File: src/design/ctp_pkg.sv
// Shared constants, types and elaboration-time tables for the CORDIC Cartesian-to-polar core.
package ctp_pkg;

	localparam int DATA_WIDTH  = 32;
	localparam int INT_BITS    = 9;
	localparam int FRAC_BITS   = DATA_WIDTH - INT_BITS;
	localparam int COORD_WIDTH = 32;
	localparam int MAG_WIDTH   = 32;
	localparam int ANGLE_WIDTH = 26;
	localparam int K_WIDTH     = 32;
	localparam int TABLE_LEN   = 22;

	localparam logic [63:0] DEC_ONE = 64'd1000000000000;

	localparam logic [K_WIDTH-1:0] K_MAG = 32'd2608131496;
	localparam logic [K_WIDTH-1:0] K_RAD = 32'd74961353;

	localparam logic [DATA_WIDTH-1:0] C180 = DATA_WIDTH'(64'd180 << FRAC_BITS);

	// atan(2^-i) in units of 1e-12 degree
	localparam logic [63:0] ATAN_DEG_PICO [TABLE_LEN] = '{
		64'd45000000000000, 64'd26565051180000, 64'd14036243470000, 64'd7125016349000,
		64'd3576334375000,  64'd1789910608000,  64'd895173710200,   64'd447614170900,
		64'd223810500400,   64'd111905677100,   64'd55952891890,    64'd27976452620,
		64'd13988227140,    64'd6994113675,     64'd3497056851,     64'd1748528427,
		64'd874264214,      64'd437132107,      64'd218566053,      64'd109283027,
		64'd54641513,       64'd27320757
	};

	typedef enum logic [1:0] {
		CORR_NONE,
		CORR_NEG,
		CORR_POS
	} ctp_corr_t;

	typedef struct packed {
		logic [DATA_WIDTH-1:0] x;
		logic [DATA_WIDTH-1:0] y;
		logic [DATA_WIDTH-1:0] th;
		ctp_corr_t             corr;
		logic                  ovf;
	} ctp_data_t;

	// degree table entry rounded half up to FRAC_BITS fraction bits; evaluated at elaboration
	function automatic logic [63:0] phase_q(input int idx);
		logic [63:0] d;
		logic [63:0] val;
		logic [63:0] rem;
		if (idx < 0 || idx >= TABLE_LEN) begin
			return 64'd0;
		end
		d   = ATAN_DEG_PICO[idx];
		val = d / DEC_ONE;
		rem = d % DEC_ONE;
		for (int k = 0; k < FRAC_BITS; k++) begin
			rem = rem << 1;
			val = val << 1;
			if (rem >= DEC_ONE) begin
				val = val | 64'd1;
				rem = rem - DEC_ONE;
			end
		end
		if ((rem << 1) >= DEC_ONE) begin
			val = val + 64'd1;
		end
		return val;
	endfunction

endpackage

File: src/design/ctp_cell.sv
// One vectoring CORDIC cell: fixed shift, fixed arctangent step, one register stage.
module ctp_cell
	import ctp_pkg::*;
#(
	parameter int SHIFT = 0
) (
	input  logic      clk,
	input  logic      arst_n,
	input  logic      up_valid,
	output logic      up_ready,
	input  ctp_data_t up_data,
	output logic      dn_valid,
	input  logic      dn_ready,
	output ctp_data_t dn_data
);

	localparam int W = DATA_WIDTH + 2;
	localparam logic signed [W-1:0] HALF = (W'(1) << SHIFT) >>> 1;
	localparam logic [63:0] PH_FULL = phase_q(SHIFT);
	localparam logic [DATA_WIDTH-1:0] PH = PH_FULL[DATA_WIDTH-1:0];
	localparam logic PH_OVF = (PH_FULL >> (DATA_WIDTH - 1)) != 64'd0;
	localparam bit IN_FRAC = SHIFT <= FRAC_BITS;

	logic                    neg;
	logic signed [W-1:0]     xe, ye, ax, ay, tx, ty, sx, sy;
	logic signed [DATA_WIDTH:0] the, phe, ts;
	ctp_data_t               nxt;
	logic                    valid_q;
	ctp_data_t               data_q;

	always_comb begin
		neg = up_data.y[DATA_WIDTH-1];
		xe  = {{2{up_data.x[DATA_WIDTH-1]}}, up_data.x};
		ye  = {{2{up_data.y[DATA_WIDTH-1]}}, up_data.y};
		ay  = neg ? -ye : ye;
		ax  = neg ? xe : -xe;
		if (IN_FRAC) begin
			tx = (ay + HALF) >>> SHIFT;
			ty = (ax + HALF) >>> SHIFT;
		end else begin
			tx = '0;
			ty = '0;
		end
		sx  = xe + tx;
		sy  = ye + ty;
		the = {up_data.th[DATA_WIDTH-1], up_data.th};
		phe = {PH[DATA_WIDTH-1], PH};
		ts  = neg ? the - phe : the + phe;

		nxt.x    = sx[DATA_WIDTH-1:0];
		nxt.y    = sy[DATA_WIDTH-1:0];
		nxt.th   = ts[DATA_WIDTH-1:0];
		nxt.corr = up_data.corr;
		nxt.ovf  = up_data.ovf | PH_OVF
			| (sx[W-1:DATA_WIDTH-1] != {3{sx[DATA_WIDTH-1]}})
			| (sy[W-1:DATA_WIDTH-1] != {3{sy[DATA_WIDTH-1]}})
			| (ts[DATA_WIDTH] != ts[DATA_WIDTH-1]);
	end

	assign up_ready = !valid_q || dn_ready;
	assign dn_valid = valid_q;
	assign dn_data  = data_q;

	always_ff @(posedge clk or negedge arst_n) begin
		if (!arst_n) begin
			valid_q <= 1'b0;
		end else if (up_ready) begin
			valid_q <= up_valid;
		end
	end

	always_ff @(posedge clk) begin
		if (up_valid && up_ready) begin
			data_q <= nxt;
		end
	end

endmodule

File: config.mk
export PLATFORM = sky130hd
export DESIGN_NAME = ctp_cell
export DESIGN_NICKNAME = d
export VERILOG_FILES = /design/src/design/ctp_pkg.sv /design/src/design/ctp_cell.sv
export SDC_FILE = /design/constraint.sdc
export NUM_CORES = 1
export LEC_CHECK = 0
export ABC_AREA = 1
export ABC_CLOCK_PERIOD_IN_PS = 10900
export CORE_ASPECT_RATIO = 1.4
export CORE_UTILIZATION = 29
export DETAILED_ROUTE_END_ITERATION = 6
export DONT_BUFFER_PORTS = 1
export MAX_ROUTING_LAYER = met4
export PLACE_DENSITY = 0.44
export SYNTH_ARGS = -nofsm -noshare
export SYNTH_HDL_FRONTEND = slang
export SYNTH_SLANG_ARGS = --single-unit
File: constraint.sdc
create_clock -name clk -period 10.9 [get_ports clk]
set_input_delay 2.18 -clock clk [delete_from_list [all_inputs] [get_ports clk]]
set_output_delay 2.18 -clock clk [all_outputs]
set_load 0.1 [all_outputs]
== Word level (Yosys, flattened, before mapping) ==
Cells that the tools add are included.

* Register bits after elaboration: 100
* Input bits: 103
* Memories kept: 0
* Output and inout bits: 101
* RAM bits: 0
* Bits in read-only memories: 0
* Logic and storage cells: 24
* Bits in latches: 0

* Muxes and demuxes: 3
* Shifts and indexed selects: 0
* Equality and inequality tests: 3
* Add/sub/neg operators: 6
* Bitwise logic cells: 3
* Reductions and logical operators: 3
* Div/mod/pow operators: 0
* Multipliers: 0
* Magnitude comparators: 0

{| class="wikitable"
|+ Operators by type and width
! cell !! number
|-
| 32-bit by 34-bit adder with 34-bit output || 2
|-
| 34-bit two-way mux || 2
|-
| 32-bit negator with 34-bit output || 2
|-
| 32-bit by 30-bit adder with 33-bit output, second input constant || 1
|-
| 33-bit two-way mux || 1
|-
| 32-bit by 30-bit subtractor with 33-bit output, second input constant || 1
|-
| 2-bit inequality test || 2
|-
| 1-bit bitwise OR || 3
|-
| 1-bit logical AND || 1
|-
| 1-bit logical NOT || 1
|-
| 1-bit logical OR || 1
|-
| 1-bit inequality test || 1
|}

== Logic depth before layout (Yosys ltp) ==
Gate-level depths: netlist of the first run.

* Depth after elaboration: 7
* Gate-level depth with buffers: 29
* Gate-level depth less buffers: 29

== Worst setup path after synthesis of the first run ==
No wires, ideal clock.

* Path type: input to register
* From: input up_valid
* To: register data_q, in the netlist dn_data[0], enable pin
* Data arrival time: 6.952 ns
* Buffers on the path: 0
* Library setup time: 0.586 ns
* Data required time: 10.314 ns
* Stages: 2
* Setup slack: 3.362 ns
* Cells stage by stage: inv_1 a21oi_1

* Cells in the longest elaborated chain, start to end: 1

{| class="wikitable"
|+ RTL lines
! item !! line !! RTL
|-
| start, declared || ctp_cell.sv:9 || <nowiki>input logic up_valid,</nowiki>
|-
| 1-bit logical AND || ctp_cell.sv:73 || <nowiki>if (up_valid && up_ready) begin</nowiki>
|-
| end signal, assigned || ctp_cell.sv:74 || <nowiki>data_q <= nxt;</nowiki>
|-
| end, declared || ctp_cell.sv:29 || <nowiki>ctp_data_t data_q;</nowiki>
|}

Every way passes these cells.
A chain may end at the register's enable or synchronous reset.

==> results of run 1 <==
[stage by stage]
stage,setup WS [ns],power (uW),std cells
6_report,5.38,1590,1462
5_1_grt,4.96,1680,1462
4_1_cts,5.30,1610,1462
3_5_place_dp,4.89,1270,1446
3_3_place_gp,4.89,1280,1446
2_1_floorplan,3.36,1160,1070
[cell type report]
cell class | instances | area (um2) | share of cell area [%]
multi-input cells | 870 | 5250 | 55.9
flip-flops and latches | 99 | 2970 | 31.6
well taps | 380 | 475 | 5.07
inverters | 93 | 349 | 3.72
clock buffers | 9 | 225 | 2.40
clock inverters | 7 | 70.1 | 0.746
repair buffers | 4 | 50.0 | 0.533
[sequential cells by signal, indices dropped and copies added, names as in the netlist]
| register | cells |
|---|---|
| dn_valid | 1 |
| dn_data | 98 |
[synthesized netlist by cell type, drive strengths merged]
| cell type | count | area [um2] |
|---|---|---|
| a211oi | 1 | 7.51 |
| a21boi | 4 | 30.0 |
| a21o | 8 | 60.1 |
| a21oi | 91 | 459 |
| a31o | 3 | 26.3 |
| a31oi | 8 | 50.1 |
| and3 | 2 | 12.5 |
| buf | 3 | 22.5 |
| clkbuf | 5 | 18.8 |
| clkinv | 1 | 3.75 |
| conb | 1 | 3.75 |
| dfrtp | 1 | 25.0 |
| edfxtp | 98 | 2940 |
| fa | 3 | 60.1 |
| ha | 73 | 913 |
| inv | 92 | 345 |
| nand2 | 232 | 903 |
| nand3 | 52 | 290 |
| nand3b | 1 | 7.51 |
| nand4 | 13 | 87.6 |
| nor2 | 161 | 683 |
| nor3 | 19 | 111 |
| nor4 | 2 | 12.5 |
| o2111ai | 1 | 8.76 |
| o21a | 3 | 22.5 |
| o21ai | 49 | 253 |
| o21bai | 9 | 67.6 |
| o311ai | 1 | 8.76 |
| o31ai | 7 | 52.6 |
| o41ai | 1 | 8.76 |
| or2 | 2 | 12.5 |
| xnor2 | 45 | 402 |
| xor2 | 78 | 683 |
[worst reg2reg max path: stages (launching register included)]
cell and delay [ns]:
dfrtp_1 0.77, a21oi_4 0.29, buf_4 0.43, buf_4 0.74
[routing by layer]
| layer | routed length (um) | track usage (%) | vias up |
|---|---|---|---|
| met5 | 0 | - | - |
| met4 | 591 | 6.89 | 0 |
| met3 | 2780 | 8.45 | 34 |
| met2 | 14000 | 34.1 | 233 |
| met1 | 9480 | 16.6 | 3287 |
| li1 | - | - | 3641 |
[logic make-up after synthesis]
family,after synthesis
buffers and inverters,101
adder cells (fa/ha/maj),76
AND/OR/NAND/NOR,484
XOR/XNOR,123
flip-flops,99
other,1
AO/OA/AOI/OAI,186
[worst paths after layout]
| path | to | slack (ns) | cells after the start | startpoint |
|---|---|---|---|---|
| worst min-delay path | dn_valid$_DFFE_PN0N_ | 1.47 | 0 | arst_n |
| worst max-delay path | dn_data[0]$_DFFE_PP_ | 5.38 | 25 | up_data[36] |
| max in group asynchronous | dn_valid$_DFFE_PN0N_ | 9.37 | 0 | arst_n |
| worst min register to register | dn_data[75]$_DFFE_PP_ | 1.58 | 2 | dn_valid$_DFFE_PN0N_ |
| min in group clk | dn_data[75]$_DFFE_PP_ | 1.58 | 2 | dn_valid$_DFFE_PN0N_ |
| worst max register to register | dn_data[59]$_DFFE_PP_ | 8.19 | 3 | dn_valid$_DFFE_PN0N_ |
[power groups by stage]
stage | registers (uW) | logic (uW) | clock network (uW)
4_1_cts | 834 | 434 | 346
6_report | 832 | 423 | 335
5_1_grt | 837 | 482 | 358
3_3_place_gp | 842 | 433 | 0
3_5_place_dp | 842 | 431 | 0
2_1_floorplan | 837 | 322 | 0
==> metrics.sh, run 1 <==
STATUS='finished clean'
SYNTH-SEQ-AREA-SHARE_PCT=34.5
HTREE_LEVELS=3
DIEWIDTH_UM=148
POWER_SWITCHING_uW=779
GRT_START_MAX_NET_PINS=66
POWER_PER_CELL_AREA_nW_PER_UM2=169
TIMING.FINAL.SETUP_VIOLATIONS=0
NUMCTSBUFFERS=9
CRITICAL_PATH.TOP_DELAY_FAMILY='simple AND/OR/NAND/NOR gates'
SYNTH.DISTINCT_CELLS=50
FINAL_HOLD_VIOL_COUNT=0
OVERFLOW=0
ROUTED_WIRE_LENGTH_PER_INSTANCE_UM=18.4
POSTSYNTHNETCOUNT=1249
POSTROUTEANTENNANETS=0
CRIT_PATH_TOP_DELAY_CELL='o21ai_0'
SYNTH.MUX.AREA_FRACTION_PCT=0
POST_CTS_GATE_RESIZE_COUNT=0
SETUP.WORST_PATH.START_CLASS='input port'
CRIT_FANOUT=5
POST_SYNTH_FA_HA_MAJ_AREA_FRACTION_PCT=11.3
SYNTH_TOP_FAMILY_BY_AREA='simple AND/OR/NAND/NOR gates'
CHIPHEIGHT_UM=206
CLK_ROOT_BUF='clkbuf_16'
DPL_CELL_AREA_UM2=9090
FIRSTDRTPASSITERS=5
LAYOUT.FILLER_CELLS=3109
WORSTSETUPPATHTYPE='input port to flop'
POST-CTS-SETUP-BUFFERS=0
GRT_SETUP_UNREPAIRED='false'
PEAK_PER_STAGE_DELAY_ON_THE_CRITICAL_PATH_NS=0.49
FINAL_NETS=1256
ROUTE.DETAILED.VIAS_PER_INST=4.92
SYNTH-WARNING-COUNT=0
MAPPEDNETLISTAREA_UM2=8600
DRIVE_GT1_SHARE_PCT=6.10
WORST_SETUP_PATH_END_KIND='flop'
MAX_FREQ_GHz=0.181
CTS.CLK_SLEW.WORST_PATHS_NS=0.08
HOLDBUFCOUNTCTS=0
MOSTFREQUENTLAYOUTCELL='nand2_1'
FIN_AREA_UM2=9390
SINKS_ON_THE_CLOCK_NET=99
SYNTHXORXNORAREAFRAC_PCT=12.6
DRT_DRC_VIOLATIONS_LEFT=0
TOTALNEGATIVESETUPSLACK_NS=0
TIMING.CRITICAL_PATH.MODE_CELL='nand2_1'
PLACEMENT_ROWS=74
PLACEABLECOREAREA_UM2=29200
INSERTEDDIODECOUNT=0
COUNT_OF_BUFFERING_CELLS_ON_THE_CRITICAL_PATH_WITH_INVERTERS_INCLUDED=2
LAYOUT_WORST_PATH_CYCLE_SHARE_PCT=50.7
SYN_INST=1070
CRITICAL_PATH_ARRIVAL_NS=5.80
P_LEAK_uW=0.00393
DP_HPWL_UM=22300
REQUIRED_NS=11.17
START_UTIL_PCT=29.5
CLK-INSERTION-DELAY-LATE_NS=0.40
SYN2LAYOUT_AREA_GROWTH_PCT=9.20
ROUTABILITYCONGESTION=0.933
INTERNAL-POWER_uW=810
FIRST_ITER_VIOLATIONS=373
FINALCOREUTILIZATION_PCT=32.2
WORST_IR_DROP_VDD_uV=74.1
FIN_SKEW_NS=0.0141
VIA_COUNT_OF_THE_FIRST_GLOBAL_ROUTING_PASS=7381
MAX-CAP-VIOLATIONS=0
DESIGN.DIE.AREA_UM2=30300
POWER.CLOCK.FRACTION_PCT=21.1
POWER.SHARE.SWITCHING_PCT=49.0
CTS_TREE='done'
GRT_USAGE_PCT=18.6
SYNTH_COMPOUND_GATE_AREA_SHARE_PCT=12.3
ANTENNA_VIOLATIONS_BEFORE_REPAIR=0
WL_UM=26900
MOST-COMMON-LAYOUT-CELLS='nand2_1, nor2_1, edfxtp_1'
HOLD_CLASS='input port to async pin'
SEQ_POWER_SHARE_PCT=52.3
SYNTH-SIMPLE-AREA-SHARE_PCT=24.7
FIRST_PASS_GRT_WIRE_LENGTH_UM=40600
VIAS=7195
BUFFER_PORTS.INSERTED=0
FINALMAXSLEWVIOLATIONS=0
HOLD_SLACK_NS=1.47
SYNTH.AVG_CELL_AREA_UM2=8.03
SLEW_HEADROOM_PCT=31.0
FINAL.MIN_CLOCK_PERIOD_NS=5.52
WORSTMARGINPINSLEW_NS=1.04
CTS_BUFFER_DEPTH=2
BOUNDARYPINS=204
POWER.COMBINATIONAL.FRACTION_PCT=26.6
YS_SEQ_ELEMENTS=99
Note: power is estimated with default switching activity, not from simulation.
==> run 2, diff against run 1 <==
- ABC_AREA: 1 -> 0
- ABC_CLOCK_PERIOD_IN_PS: 10900 -> 5450
- clock period: 10.9 -> 5.45 ns (I/O delays scaled with it)
==> run 2 against run 1 <==
Flip-flop and latch count is the same; combinational power grew 84%; cell count shrank 18%; critical path depth shrank 7; synthesized cell count shrank 24%; worst hold slack lost 1.0 ns; die area shrank 8.0%; total power grew 97%; largest cell class unchanged; sequential power grew 97%; final area shrank 5.6%; sequential share of layout area grew 1.9 points.
==> metrics.sh, run 2 <==
STATUS='finished clean'
BUFFER_PORTS.INSERTED=0
PLACEMENT_ROWS=71
SYNTH_TOP_CELL_AREA_SHARE_PCT=37.3
YS_SEQ_ELEMENTS=99
CLK_ROOT_BUF='clkbuf_16'
PLACEABLECOREAREA_UM2=26800
YOSYS_MOST_USED_DFF='edfxtp_1'
TIMING.CRITICAL_PATH.MODE_CELL='or3_4'
HOLD_SLACK_NS=0.418
VIAS=6224
GRT_SETUP_UNREPAIRED='true'
ANTENNA_VIOLATIONS_BEFORE_REPAIR=0
FIRST_ITER_VIOLATIONS=316
SYNTH.LARGEST_AREA_CELL='edfxtp_1'
DRIVE_GT1_SHARE_PCT=7.13
POSTSYNTHNETCOUNT=990
MULTI_INPUT_AREA_UM2=4780
REQUIRED_NS=5.68
MOSTFREQUENTLAYOUTCELL='edfxtp_1'
WL_UM=22600
SLEW_HEADROOM_PCT=28.6
FINAL-INSTANCE-COUNT-EXCL-FILL=1206
FIRST_PASS_GRT_WIRE_LENGTH_UM=34300
DRT_DRC_VIOLATIONS_LEFT=0
CRIT_PATH_TOP_DELAY_CELL='or4_4'
TIMING.FINAL.SETUP_VIOLATIONS=0
SYN_INST=811
CTS_BUFFER_DEPTH=2
VIA_COUNT_OF_THE_FIRST_GLOBAL_ROUTING_PASS=6154
CTS_TREE='done'
P_LEAK_uW=0.00338
FINALCOREUTILIZATION_PCT=33.0
ROUTED_WIRE_LENGTH_PER_INSTANCE_UM=18.7
POST_SYNTH_MOST_FREQUENT_CELLS='edfxtp_1, a21oi_1, xnor2_1, ha_1, nor2_1'
OVERFLOW=0
FINAL_HOLD_VIOL_COUNT=0
MOST-COMMON-LAYOUT-CELLS='edfxtp_1, xnor2_1, a21oi_1'
MAPPEDNETLISTAREA_UM2=7900
WORST_SETUP_PATH_END_KIND='flop'
BOUNDARYPINS=204
PEAK_PER_STAGE_DELAY_ON_THE_CRITICAL_PATH_NS=0.52
CTS.CLK_SLEW.WORST_PATHS_NS=0.06
CLK-INSERTION-DELAY-LATE_NS=0.38
HTREE_LEVELS=3
WORST_IR_DROP_VDD_uV=138
CRITICAL_PATH_ARRIVAL_NS=5.49
POWER_PER_CELL_AREA_nW_PER_UM2=353
SYN2LAYOUT_AREA_GROWTH_PCT=12.2
DIEWIDTH_UM=141
PLACE_INST=1189
MET2_USAGE_PCT=30.0
SYNTH-WARNING-COUNT=0
CRIT_CHAIN='or4_4, or3_4, or3_4, or3_4, or4_4, nand2b_4, o41ai_4, xnor2_1, ha_1, buf_4, and3_1, nand2_1, o211ai_1, nor4_1, nor2_1, xor2_1, mux2_4, nand3_1'
CRIT_FANOUT=5
REGAREA_UM2=2970
GRT_START_MAX_NET_PINS=62
SYNTH_EDF_COUNT=98
DESIGN.DIE.AREA_UM2=27900
DP_HPWL_UM=18300
FINAL.MIN_CLOCK_PERIOD_NS=5.26
SINKS_ON_THE_CLOCK_NET=99
MOST_COMMON_CELL_IN_THE_SYNTHESIZED_NETLIST='edfxtp_1'
SETUP.WORST_PATH.START_CLASS='input port'
LAYOUT.FILLER_CELLS=2795
START_UTIL_PCT=29.4
LAYOUT_WORST_PATH_CYCLE_SHARE_PCT=96.5
FINALMAXSLEWVIOLATIONS=0
SYNTH_ASYNC_SR_FLOP_SHARE_PCT=1.01
TOP_USAGE_LAYER='met2'
SYNTH-SEQ-AREA-SHARE_PCT=37.6
FINAL_NETS=1015
CHIPHEIGHT_UM=197
NUMCTSBUFFERS=9
ROUTABILITYCONGESTION=0.892
LARGEST_REGISTER_FF_COUNT=98
WORSTMARGINPINSLEW_NS=1.07
INSERTEDDIODECOUNT=0
GRT_USAGE_PCT=16.9
FIN_SKEW_NS=0.0163
FIRSTDRTPASSITERS=4
GR-USAGE-MET1_PCT=15.9
HOLD_CLASS='input port to async pin'
ROUTE.DETAILED.VIAS_PER_INST=5.16
SYNTH.DISTINCT_CELLS=57
WORSTSETUPPATHTYPE='input port to flop'
POSTROUTEANTENNANETS=0
MAX-CAP-VIOLATIONS=0
SYNTH.AVG_CELL_AREA_UM2=9.74
GLOBAL_ROUTE.USAGE.MET3_PCT=8.15
MAX_FREQ_GHz=0.190
YS_TOP_CELLS_BY_AREA='edfxtp_1, ha_1, xnor2_1'
## run 2: timing repair
action | 4_1_cts | 5_1_grt
endpoints found under the setup margin | 0 | 1
setup buffers | 0 | 1
resized for setup | 0 | 2
hold buffers | 0 | 0
## run 2: power by group
group / leakage [uW] / internal [uW] / switching (uW)
logic: 0.00229 / 342 / 437
registers: 0.000941 / 985 / 657
clock network: 0.000152 / 405 / 301
## run 2: per-stage QoR
stage | power, uW | cell area, um2 | setup WS, ns | setup TNS (ns)
after floorplan | 2250 | 7900 | 0.0425 | 0
after global placement | 2450 | 8520 | -0.122 | -0.122
after detailed placement | 2450 | 8520 | -0.232 | -0.234
after CTS | 3180 | 8840 | 0.158 | 0
after global routing | 3290 | 8860 | -0.0323 | -0.0323
final | 3130 | 8860 | 0.193 | 0
## run 2: worst paths after layout
kind                                         endpoint            startpoint  slack [ns]  cells after the start
worst min-delay path             dn_valid$_DFFE_PN0N_                arst_n        0.42                      0
worst max register to register  dn_data[67]$_DFFE_PP_  dn_valid$_DFFE_PN0N_        2.50                      3
min in group clk                dn_data[16]$_DFFE_PP_           up_data[16]        0.81                      0
worst min register to register   dn_valid$_DFFE_PN0N_  dn_valid$_DFFE_PN0N_        1.83                      2
max in group asynchronous        dn_valid$_DFFE_PN0N_                arst_n        4.97                      0
worst max-delay path             dn_data[0]$_DFFE_PP_           up_data[48]        0.19                     18
## run 2: cell type report
type | count | area share [%]
flip-flops and latches | 99 | 33.5
repair buffers | 26 | 2.43
well taps | 365 | 5.15
clock buffers | 9 | 2.54
inverters | 32 | 1.36
clock inverters | 7 | 1.10
multi-input cells | 668 | 53.9
## run 2: worst max-delay path, delay by kind of cell
| family | cells | cell delay, ns |
|---|---|---|
| buffers and inverters | 1 | 0.16 |
| AO/OA/AOI/OAI | 2 | 0.34 |
| adder cells (fa/ha/maj) | 1 | 0.32 |
| multiplexers | 1 | 0.33 |
| AND/OR/NAND/NOR | 11 | 2.89 |
| XOR/XNOR | 2 | 0.37 |
## run 2: metal layers
layer,vias up,part of all wire (%)
met3,23,11
li1,3099,-
met5,-,0
met1,2893,36
met2,209,51
met4,0,1.7
## run 2: cells by family (layout without fill, tap and decap cells)
| family | after synthesis | after routing | share of synthesized area (%) |
|---|---|---|---|
| AO/OA/AOI/OAI | 239 | 239 | 19.5 |
| AND/OR/NAND/NOR | 227 | 227 | 14.4 |
| flip-flops | 99 | 99 | 37.6 |
| other | 1 | 1 | 0.0475 |
| multiplexers | 4 | 4 | 0.570 |
| XOR/XNOR | 121 | 121 | 13.4 |
| buffers and inverters | 44 | 74 | 2.14 |
| adder cells (fa/ha/maj) | 76 | 76 | 12.3 |
==> run 3, diff against run 2 <==
- ABC_AREA: 0 -> 1
==> run 3 against run 2 <==
Utilization is 0.83 points lower; register-to-register slack improved by 0.49 ns; combinational power grew 8.5%; critical path depth increased by 4; routed wire length is 19% higher; critical endpoint unchanged; largest power group unchanged.
==> metrics.sh, run 3 (synthesis gave the netlist of run 1 again) <==
CLK-INSERTION-DELAY-LATE_NS=0.38
REQUIRED_NS=5.59
POST-CTS-SETUP-BUFFERS=0
DP_HPWL_UM=22600
HTREE_LEVELS=3
WORSTSETUPPATHTYPE='input port to flop'
REGAREA_UM2=2970
CRITICAL_PATH_ARRIVAL_NS=4.40
FINAL_NETS=1257
CRIT_FANOUT=5
R2R.WORST_PATH.CELLS=2
DRT_DRC_VIOLATIONS_LEFT=0
START_UTIL_PCT=29.5
FIRSTDRTPASSITERS=4
HOLDBUFCOUNTCTS=0
ROUTED_WIRE_LENGTH_PER_INSTANCE_UM=18.3
CTS_BUFFER_DEPTH=2
CTS.CLK_SLEW.WORST_PATHS_NS=0.08
BUFFER_PORTS.INSERTED=0
CHIPHEIGHT_UM=206
LARGEST_REGISTER_FF_COUNT=98
ROUTE.DETAILED.VIAS_PER_INST=4.89
SYN2LAYOUT_AREA_GROWTH_PCT=9.23
FIRST_ITER_VIOLATIONS=335
ORIGIN_OF_THE_WORST_SETUP_PATH='up_data[68]'
FIN_SKEW_NS=0.00854
BOUNDARYPINS=204
GRT_SETUP_UNREPAIRED='false'
POWER_PER_CELL_AREA_nW_PER_UM2=336
POSTROUTEANTENNANETS=0
POST_CTS_GATE_RESIZE_COUNT=0
MOST-COMMON-LAYOUT-CELLS='nand2_1, nor2_1, edfxtp_1'
PLACEABLECOREAREA_UM2=29200
VIAS=7154
WL_UM=26800
MAX_FREQ_GHz=0.235
P_LEAK_uW=0.00393
FINAL.MIN_CLOCK_PERIOD_NS=4.26
LAYOUT.FILLER_CELLS=3115
HOLD_CLASS='input port to async pin'
CLK_ROOT_BUF='clkbuf_16'
OVERFLOW=0
VIA_COUNT_OF_THE_FIRST_GLOBAL_ROUTING_PASS=7303
DP_WORST_SETUP_SLACK_NS=0.838
MAX-CAP-VIOLATIONS=0
SETUP.WORST_PATH.START_CLASS='input port'
PLACEMENT_ROWS=74
TIMING.RR.END='dn_data[57]$_DFFE_PP_'
TOTALNEGATIVESETUPSLACK_NS=0
FIN_WS_NS=1.19
FINAL_HOLD_VIOL_COUNT=0
NUMCTSBUFFERS=9
ROUTABILITYCONGESTION=0.935
WORST_IR_DROP_VDD_uV=132
SINKS_ON_THE_CLOCK_NET=99
ANTENNA_VIOLATIONS_BEFORE_REPAIR=0
WORSTMARGINPINSLEW_NS=1.02
TIMING.FINAL.SETUP_VIOLATIONS=0
WORST_REG2REG_PATH_STARTPOINT='dn_valid$_DFFE_PN0N_'
RRSETUPSLACK_NS=2.99
DRIVE_GT1_SHARE_PCT=6.19
INSERTEDDIODECOUNT=0
MOSTFREQUENTLAYOUTCELL='nand2_1'
HOLD_SLACK_NS=0.398
WORST_SETUP_PATH_END_KIND='flop'
DPL_CELL_AREA_UM2=9100
FIRST_PASS_GRT_WIRE_LENGTH_UM=40600
STATUS='finished clean'
SLEW_HEADROOM_PCT=32.0
DIEWIDTH_UM=148
GRT_USAGE_PCT=18.5
CTS_TREE='done'
LAYOUT_WORST_PATH_CYCLE_SHARE_PCT=78.1
GRT_START_MAX_NET_PINS=44
FINALMAXSLEWVIOLATIONS=0
DESIGN.DIE.AREA_UM2=30300
MULTI_INPUT_AREA_UM2=5250
FIN_AREA_UM2=9390
-- run 3: worst max-delay path, stage by stage --
cell,delay [ns]
inv_1,0.08
ha_1,0.17
nand2_1,0.09
nor2_1,0.28
inv_1,0.10
nor2_1,0.09
nand4_1,0.23
o21ai_1,0.33
o21ai_0,0.18
xor2_1,0.17
ha_1,0.36
a21oi_1,0.23
o21ai_0,0.15
nand2_1,0.09
nand2_1,0.05
nor2_1,0.10
nand2_1,0.11
xnor2_2,0.17
nand3_1,0.13
nand2_1,0.06
nor2_1,0.08
nand2_1,0.05
-- run 3: per-stage QoR --
step	cells	utilization, %	total power (uW)
5_1_grt	1463	32.2	3320
3_5_place_dp	1447	31.2	2550
4_1_cts	1463	32.2	3210
2_1_floorplan	1070	-	2320
6_report	1463	32.2	3150
3_3_place_gp	1447	31.2	2550
-- run 3: worst max-delay path by stage --
stage / slack, ns / end
2_1_floorplan: 1.01 / dn_data[0]$_DFFE_PP_
4_1_cts: 1.24 / dn_data[0]$_DFFE_PP_
3_3_place_gp: 0.81 / dn_data[0]$_DFFE_PP_
6_report: 1.19 / dn_data[0]$_DFFE_PP_
3_5_place_dp: 0.84 / dn_data[0]$_DFFE_PP_
5_1_grt: 0.82 / dn_data[0]$_DFFE_PP_
-- run 3: where the power goes --
group          internal [uW]  switching, uW
Clock                    317            326
Combinational            310            536
Sequential               990            675
Total                   1620           1540
-- run 3: cell type report --
type | instances | share of cell area [%]
repair buffers | 5 | 0.613
multi-input cells | 870 | 55.9
well taps | 380 | 5.06
flip-flops and latches | 99 | 31.6
inverters | 93 | 3.72
clock inverters | 7 | 0.693
clock buffers | 9 | 2.40
-- run 3: per-layer routing --
metal	wire [um]	up-vias	track usage [%]
li1	-	3652	-
met3	3010	22	9.22
met4	378	0	5.60
met1	9030	3293	16.0
met2	14400	187	34.4
met5	0	-	-
